--- config.mk ---
export PLATFORM = sky130hd
export DESIGN_NAME = bldc_hall_commutation_speed
export DESIGN_NICKNAME = d
export VERILOG_FILES = /design/src/rtl/bhcs_pkg.sv /design/src/rtl/bhcs_step.sv /design/src/rtl/bldc_hall_commutation_speed.sv
export SDC_FILE = /design/constraint.sdc
export NUM_CORES = 1
export LEC_CHECK = 0
export BUFFER_PORTS_ARGS = -buffer_cell sky130_fd_sc_hd__buf_2
export CORE_ASPECT_RATIO = 1.1
export CORE_MARGIN = 10
export CORE_UTILIZATION = 59
export DETAILED_ROUTE_END_ITERATION = 10
export GPL_ROUTABILITY_DRIVEN = 0
export PLACE_DENSITY_LB_ADDON = 0.1
export SLEW_MARGIN = 20
export SYNTH_ARGS = -nofsm -noshare
export SYNTH_HDL_FRONTEND = slang
export SYNTH_SLANG_ARGS = --single-unit
--- constraint.sdc ---
create_clock -name clk -period 5.4 [get_ports clk]
set_clock_uncertainty 0.15 [all_clocks]
set_input_delay 0.54 -clock clk [delete_from_list [all_inputs] [get_ports clk]]
set_output_delay 0.54 -clock clk [all_outputs]
set_load 0.005 [all_outputs]
--- src/rtl/bhcs_pkg.sv ---
// Shared types, constants and commutation tables for the Hall commutation block.
// No dependencies; used by bhcs_step and bldc_hall_commutation_speed.
`timescale 1ns / 1ps
`default_nettype none

package bhcs_pkg;

	localparam int DUTY_W           = 7;
	localparam int SPEED_W          = 16;
	localparam int HALL_W           = 3;
	localparam int CMD_W            = 16;
	localparam int MAX_DUTY         = 100;
	localparam int TICKS_PER_WINDOW = 10;

	typedef logic [DUTY_W-1:0]  duty_t;
	typedef logic [SPEED_W-1:0] speed_t;
	typedef logic [HALL_W-1:0]  hall_t;
	typedef logic [2:0]         pat_t;

	typedef enum logic {
		OP_HALL = 1'b0,
		OP_TICK = 1'b1
	} opcode_t;

	// Phase pattern: bit 2 drives phase A, bit 1 phase B, bit 0 phase C.
	localparam pat_t PAT_NONE     = 3'd0;
	localparam pat_t PAT_ROTATION = 3'd6;

	localparam pat_t TAB_CW  [8] = '{3'd0, 3'd5, 3'd6, 3'd4, 3'd3, 3'd1, 3'd2, 3'd0};
	localparam pat_t TAB_CCW [8] = '{3'd0, 3'd2, 3'd1, 3'd3, 3'd4, 3'd6, 3'd5, 3'd0};

	// Everything the step logic needs from the command register.
	typedef struct packed {
		logic  dir_ccw;
		duty_t duty;
	} cmd_t;

	typedef struct packed {
		speed_t measured_speed;
		duty_t  duty_c;
		duty_t  duty_b;
		duty_t  duty_a;
	} result_t;

endpackage

`default_nettype wire

--- src/rtl/bhcs_step.sv ---
// Commutation and speed-window state: applies one word per fire and holds the result.
// Depends on bhcs_pkg for tables, types and the command struct.
`timescale 1ns / 1ps
`default_nettype none

module bhcs_step #(
	parameter int TICKS_PER_WINDOW = bhcs_pkg::TICKS_PER_WINDOW
) (
	input  wire                        clk,
	input  wire                        arst_n,
	input  wire                        fire,
	input  wire bhcs_pkg::opcode_t     opcode,
	input  wire bhcs_pkg::hall_t       hall_code,
	input  wire bhcs_pkg::cmd_t        cmd,
	output bhcs_pkg::result_t          result
);

	localparam int TICK_W = (TICKS_PER_WINDOW > 1) ? $clog2(TICKS_PER_WINDOW) : 1;

	bhcs_pkg::duty_t     duty_a_q, duty_b_q, duty_c_q;
	bhcs_pkg::speed_t    rotation_q, latched_q;
	logic [TICK_W-1:0]   tick_q;
	bhcs_pkg::pat_t      pat;
	logic                window_end;

	always_comb begin
		pat        = cmd.dir_ccw ? bhcs_pkg::TAB_CCW[hall_code] : bhcs_pkg::TAB_CW[hall_code];
		window_end = (tick_q == TICK_W'(TICKS_PER_WINDOW - 1));
	end

	always_ff @(posedge clk or negedge arst_n) begin
		if (!arst_n) begin
			duty_a_q   <= '0;
			duty_b_q   <= '0;
			duty_c_q   <= '0;
			rotation_q <= '0;
			latched_q  <= '0;
			tick_q     <= '0;
		end else if (fire) begin
			if (opcode == bhcs_pkg::OP_HALL) begin
				// Invalid Hall codes map to no pattern: hold the phases.
				if (pat != bhcs_pkg::PAT_NONE) begin
					duty_a_q <= pat[2] ? cmd.duty : '0;
					duty_b_q <= pat[1] ? cmd.duty : '0;
					duty_c_q <= pat[0] ? cmd.duty : '0;
					if (pat == bhcs_pkg::PAT_ROTATION)
						rotation_q <= rotation_q + 1'b1;
				end
			end else begin
				if (window_end) begin
					tick_q     <= '0;
					latched_q  <= rotation_q;
					rotation_q <= '0;
				end else begin
					tick_q <= tick_q + 1'b1;
				end
			end
		end
	end

	assign result = '{measured_speed: latched_q, duty_c: duty_c_q,
			duty_b: duty_b_q, duty_a: duty_a_q};

endmodule

`default_nettype wire

--- src/rtl/bldc_hall_commutation_speed.sv ---
// Six-step Hall commutation with rotation-speed window, streaming in and out.
// Depends on bhcs_pkg and bhcs_step.
//
//   channel  | direction | payload
//   ---------+-----------+------------------------------------------------
//   s_*      | in        | tuser: opcode; tdata: hall_code
//   m_*      | out       | tdata: duty_phase_a/b/c, measured_speed
//   cfg_*    | in        | speed_command, written when cfg_wen is high
//
// One word per cycle sustained while m_tready stays high; an accepted word passes the input
// register, then the state/result register, before it shows on m_tvalid.
// The commutation state registers double as the result register, so a word is
// applied only when the previous result has been taken or is being taken.
// Reset clears duties, counters, command and direction (clockwise).
// A stalled m_tready holds both stages; s_tready drops only when both are full.
`timescale 1ns / 1ps
`default_nettype none

module bldc_hall_commutation_speed #(
	parameter int TICKS_PER_WINDOW = bhcs_pkg::TICKS_PER_WINDOW
) (
	input  wire         clk,
	input  wire         arst_n,
	input  wire         s_tvalid,
	output logic        s_tready,
	input  wire  [7:0]  s_tdata,   // [2:0] hall_code, [7:3] zero
	input  wire         s_tuser,   // [0] opcode
	output logic        m_tvalid,
	input  wire         m_tready,
	output logic [39:0] m_tdata,   // [6:0] duty_phase_a, [13:7] duty_phase_b,
	                               // [20:14] duty_phase_c, [36:21] measured_speed,
	                               // [39:37] zero
	input  wire         cfg_wen,
	input  wire  [15:0] cfg_wdata
);

	logic                 valid_s1;
	bhcs_pkg::opcode_t    opcode_s1;
	bhcs_pkg::hall_t      hall_s1;
	logic                 out_valid_q;
	bhcs_pkg::cmd_t       cmd_q;
	bhcs_pkg::result_t    result;
	logic                 fire;
	logic                 s_accept;
	logic [15:0]          cmd_mag;
	bhcs_pkg::duty_t      cmd_duty;

	assign fire     = valid_s1 && (!out_valid_q || m_tready);
	assign s_tready = !valid_s1 || fire;
	assign s_accept = s_tvalid && s_tready;

	// Magnitude of the signed command; the most negative value reads as 32768.
	always_comb begin
		cmd_mag  = cfg_wdata[15] ? (~cfg_wdata + 16'd1) : cfg_wdata;
		cmd_duty = (cmd_mag > 16'(bhcs_pkg::MAX_DUTY)) ?
			bhcs_pkg::duty_t'(bhcs_pkg::MAX_DUTY) : cmd_mag[bhcs_pkg::DUTY_W-1:0];
	end

	always_ff @(posedge clk or negedge arst_n) begin
		if (!arst_n) begin
			cmd_q <= '0;
		end else if (cfg_wen) begin
			cmd_q.duty <= cmd_duty;
			// Zero command keeps the previous direction.
			if (cfg_wdata[15])
				cmd_q.dir_ccw <= 1'b1;
			else if (cfg_wdata != '0)
				cmd_q.dir_ccw <= 1'b0;
		end
	end

	always_ff @(posedge clk or negedge arst_n) begin
		if (!arst_n) begin
			valid_s1    <= 1'b0;
			out_valid_q <= 1'b0;
		end else begin
			if (s_tready)
				valid_s1 <= s_tvalid;
			if (fire)
				out_valid_q <= 1'b1;
			else if (m_tready)
				out_valid_q <= 1'b0;
		end
	end

	always_ff @(posedge clk) begin
		if (s_accept) begin
			opcode_s1 <= bhcs_pkg::opcode_t'(s_tuser);
			hall_s1   <= s_tdata[bhcs_pkg::HALL_W-1:0];
		end
	end

	bhcs_step #(
		.TICKS_PER_WINDOW(TICKS_PER_WINDOW)
	) u_step (
		.clk       (clk),
		.arst_n    (arst_n),
		.fire      (fire),
		.opcode    (opcode_s1),
		.hall_code (hall_s1),
		.cmd       (cmd_q),
		.result    (result)
	);

	assign m_tvalid = out_valid_q;
	assign m_tdata  = {3'b000, result};

endmodule

`default_nettype wire

Word level (Yosys, flattened, before mapping)
Memory sizes are Yosys's and may differ from the RTL's. Cells that the tools add are included.

Bits in registers: 71. ROM bits: 48. Logic and storage cells: 61. Memories: 2.

Memories: (name not given) (depth 8, width 3, rd ports 1, clocked after Yosys merged registers in 0, wr ports 0, line bhcs_step.sv:27) `pat = cmd.dir_ccw ? bhcs_pkg::TAB_CCW[hall_code] : bhcs_pkg::TAB_CW[hall_code];`; (name not given) (depth 8, width 3, rd ports 1, clocked after Yosys merged registers in 0, wr ports 0, line bhcs_step.sv:27).

$add $sub $neg: 3. Order comparisons: 2. Equality and inequality tests: 3. Muxes and demuxes: 19. Bitwise logic cells: 3. Reductions and logical operators: 17.

Operators with widths (number): $mux 16 (5); $add 16x1->16 const B (2); $mux 7 (4); $gt 16x7->1 const B (1); $not 16->16 (1); $reduce_bool 16->1 (1); $mux 3 (5); $reduce_bool 2->1 (4); $reduce_and 3->1 (2); $add 4x1->4 const B (1); $eq 4x4->1 const B (1); $ge 4x4->1 const B (1); $mux 1 (4); $mux 4 (1); $not 3->4 (1); $reduce_and 2->1 (2); $reduce_and 4->1 (1); $eq 3x3->1 const B (1); $reduce_bool 3->1 (1); $logic_and 1x1->1 (2); $logic_not 1->1 (2); $logic_or 1x1->1 (2); $ne 2x1->1 const B (1); $not 1->1 (1).

Longest topological paths before layout
Word-level depth: 9. Mapped depth: 8. Depth with buffers taken out: 8.

Hierarchy
A second synthesis with hierarchy kept.

Cells, all modules: 409. Area total of the unflattened synthesis: 3678.5 µm².

Modules (own cells, without submodules): bhcs_step (times used 1, cells an instance 293, area an instance 2646.3 µm², sequential area each 1426.4 µm²); bldc_hall_commutation_speed (times used 1, cells an instance 116, area an instance 1032.2 µm², sequential area each 370.4 µm²).

Worst setup path after synthesis
No wires, ideal clock.

Kind: input to register. From: in m_tready. To: reg u_step.rotation_q[10]. Setup time: 79 ps. Arrival time: 2400 ps. Data required time: 5171 ps. Slack: 2771 ps. Stages on the path: 7. Cells stage by stage: and2b_1 -> or3_1 -> o32a_1 -> or4b_1 -> buf_2 -> or3_1 -> a21oi_1.

Word-level cells in the longest chain between the ends: 3.

Ends and longest elaborated chain: start, declared (line bldc_hall_commutation_speed.sv:29) `input wire m_tready,`; $logic_or 1x1->1 (line bldc_hall_commutation_speed.sv:48) `assign fire = valid_s1 && (!out_valid_q || m_tready);`; $logic_and 1x1->1 (line bldc_hall_commutation_speed.sv:48); $reduce_and 4->1 (no line); end signal, assigned (line bhcs_step.sv:47) `rotation_q <= rotation_q + 1'b1;`; end, declared (line bhcs_step.sv:21) `bhcs_pkg::speed_t rotation_q, latched_q;`.

No other way between the ends. A chain may end at the register's enable or synchronous reset.

Worst setup path in the final report
From: reg opcode_s1. To: reg u_step.rotation_q[14].

Word-level cells in the longest chain between the ends: 2. Elaborated cells between the ends (all ways): 5. Classes of those cells: eq/ne (1); mux (1); reduce/logical (3).

Ends and longest elaborated chain: start, declared (line bldc_hall_commutation_speed.sv:38) `bhcs_pkg::opcode_t opcode_s1;`; start signal, assigned (line bldc_hall_commutation_speed.sv:88) `opcode_s1 <= bhcs_pkg::opcode_t'(s_tuser);`; $ne 2x1->1 (no line) or $reduce_bool 2->1 (tied branches); $reduce_and 4->1 (no line).

Parallel ways exist; a longest one is shown, timed or not.

==> flow_summary.ini <==
[status]
status = complete, no violations

[grt]
grtUsageTotal_pct = 16.3
antenna_found_initial = 0
grt_max_degree = 68
grt_pass1_wl_mm = 12.6
overflow = 0
grt_pass1_vias = 2719

[floorplan]
coreArea_sq_um = 5810
start_util_pct = 61.5
die_x_microns = 94.2
rows = 29
dieHeight_microns = 102
die-area_sq_um = 9570
io_pins = 72

[synthesis]
synth_edf_count = 4
ys.warnings.count = 0
ys_seq_elements = 71
synth.area.top_cells = dfrtp_1, mux2_2, a22o_1
yosysSeqAreaShare_pct = 50.3
synth.distinct_cells = 53
synth.largest_area_cell = dfrtp_1
syn-instance-count = 352
syn-mean-instance-area_sq_um = 10.1
syn_area_sq_um = 3570
async_flop_share_pct = 94.4
synth_ff_type = dfrtp_1
synth_top_area_share_pct = 47.0

[critical_path]
crit_start = opcode_s1
cp-end-kind = flip-flop
critPathLaunchType = flip-flop
r2r_start = opcode_s1
r2r_cells = 5
arrival_ns = 2.98
critPathMaxFanout = 14
critPathKind = reg2reg
reg2reg_slack_ns = 2.53
critPathRequiredTime_ns = 5.52

[clocking]
cts_resized = 0
path_clk_slew_ns = 0.07
clk_latency_ns = 0.34
cts_tree = built
clock_path_buffers = 2
root_buffer = clkbuf_8
cts_buffers = 9
cts.sinks = 71
hold_buffers = 0
post_cts_buffers = 0
ctsHtreeMaxLevel = 3

[cells_and_area]
areaGrowthSynthToFinish_pct = 14.8
layout-drive-gt1-share_pct = 25.1
fin_nets = 442
fill_cells = 482
antenna_cells = 0

[power_and_ir_drop]
cellInternalPower_uw = 949
p_sw_uw = 400
p_total_uw = 1350
peakVddDrop_mv = 0.274
power_density_nw_per_um2 = 329
seqPwrFrac_pct = 52.3
p_leak_uw = 0.00190
comb_power_share_pct = 19.9
clkPwrFrac_pct = 27.8
swShare_pct = 29.7

[sta]
finalHoldViolCount = 0
fin_tns_setup_ns = 0
rsz0062_at_grt = false
fmax_mhz = 349
period_needed_ns = 2.87
slew_viol_final = 0
slew_headroom_pct = 46.6
finalCritPeriodShare_pct = 53.1
worstMarginPinSlew_ns = 0.801
final-setup-viol-count = 0

[routing]
top_layer_used = met4
drtPass1Iterations = 4
wl_met1_mm = 3.37
wl_met2_mm = 3.50
postRouteAntennaNets = 0
routedWlPerCell_microns = 15.3
drc = 0
drt-initial-drc-count = 160
vias = 2840
viasPerCell = 5.78
drt-total-wl_mm = 7.52
wl_met3_microns = 537

[placement]
place_hpwl_mm = 5.53
portBuffers = 63

[flow_run]
drv_cap = 0

[worst_hold_path]
min_path_type = in2async
## cell usage after synthesis, drive strengths merged (3+ instances only)
library cell / number
nor4b: 6
nor4: 5
xnor2: 14
inv: 10
mux2: 18
or3: 10
clkbuf: 16
buf: 5
a22o: 14
and3: 3
and4: 4
edfxtp: 4
o2bb2ai: 3
o21ai: 21
dfrtp: 67
a21oi: 13
xor2: 3
nor3: 14
nor2: 24
nand2b: 5
nand4: 7
nor2b: 3
o41ai: 3
nand2: 31
nand3: 11
or2: 3
and2: 4
a31oi: 4
## registers in the layout (all words and copies together) (netlist names), 3 cells and up
name               cells
hall_s1                3
u_step.duty_b_q        7
cmd_q                  8
u_step.duty_a_q        7
u_step.tick_q          4
u_step.rotation_q     16
u_step.duty_c_q        7
u_step.latched_q      16
## through the flow
step           utilization [%]  area (sq um)  hold slack, ns  setup slack [ns]  instances
3_3_place_gp              67.6          3930           0.307              2.36        476
4_1_cts                   70.6          4100           0.202              2.53        491
3_5_place_dp              67.6          3930           0.319              2.29        476
2_1_floorplan                -          3580          0.0944              2.77        354
6_report                  70.6          4100           0.219              2.53        491
5_1_grt                   70.6          4100           0.212              2.36        491
## critical path, stage by stage, from the launching register on
cell	delay (ns)
edfxtp_1	0.48
or3_1	0.48
o32a_1	0.39
or4b_1	0.74
or3_1	0.40
a21oi_1	0.15
## per-layer routing
metal / up-vias / global-route usage, %
met4: 0 / 8.07
met2: 73 / 24.3
met1: 1353 / 20.6
met5: - / 0
li1: 1405 / -
met3: 9 / 5.40
## power by group through the flow
stage | logic (uW) | registers (uW) | clock network [uW]
finish | 268 | 706 | 375
global route | 306 | 721 | 411
CTS | 275 | 706 | 386
detailed placement | 274 | 716 | 0
global placement | 264 | 710 | 0
floorplan | 168 | 702 | 0
## path summary, 6_finish.rpt
check | end
min | u_step.rotation_q[15]
max | u_step.rotation_q[14]
max in group asynchronous | u_step.duty_a_q[3]
min in group clk | hall_s1[1]
min reg2reg | u_step.duty_c_q[6]
max reg2reg | u_step.rotation_q[14]
## final cells by class
type                            instances  area, sq um  share of cell area, %
Sequential cell                        71         1800                   43.8
Multi-Input combinational cell        252         1660                   40.4
Timing Repair Buffer                   66          338                   8.24
Clock buffer                           11          153                   3.72
Tap cell                               77         96.3                   2.35
Inverter                               10         37.5                  0.916
Clock inverter                          4         20.0                  0.488
## logic make-up after synthesis
kind of cell	count (synthesis)	synth area share (%)
DFF	71	50.3
adders and majority gates	2	0.701
muxes	20	6.24
buffers and inverters	31	3.61
and+or+nand+nor	139	21.3
other	1	0.105
xor gates and xnor gates	17	4.17
AOI/OAI and AO/OA	71	13.6
## placed cells by master, fill, tap and decap left out, types with 4 or more instances in the layout
cell type	n
a21oi_1	13
a22o_1	14
a31oi_1	4
and2_1	4
and4_1	4
buf_2	63
clkbuf_8	9
clkinv_2	4
dfrtp_1	67
edfxtp_1	4
inv_1	10
mux2_2	18
nand2_1	31
nand2b_1	5
nand3_1	11
nand4_1	6
nor2_1	24
nor3_1	13
nor4_1	5
nor4b_1	5
o21ai_0	21
or3_1	10
xnor2_1	14
Power figures use the tool's default switching activity.
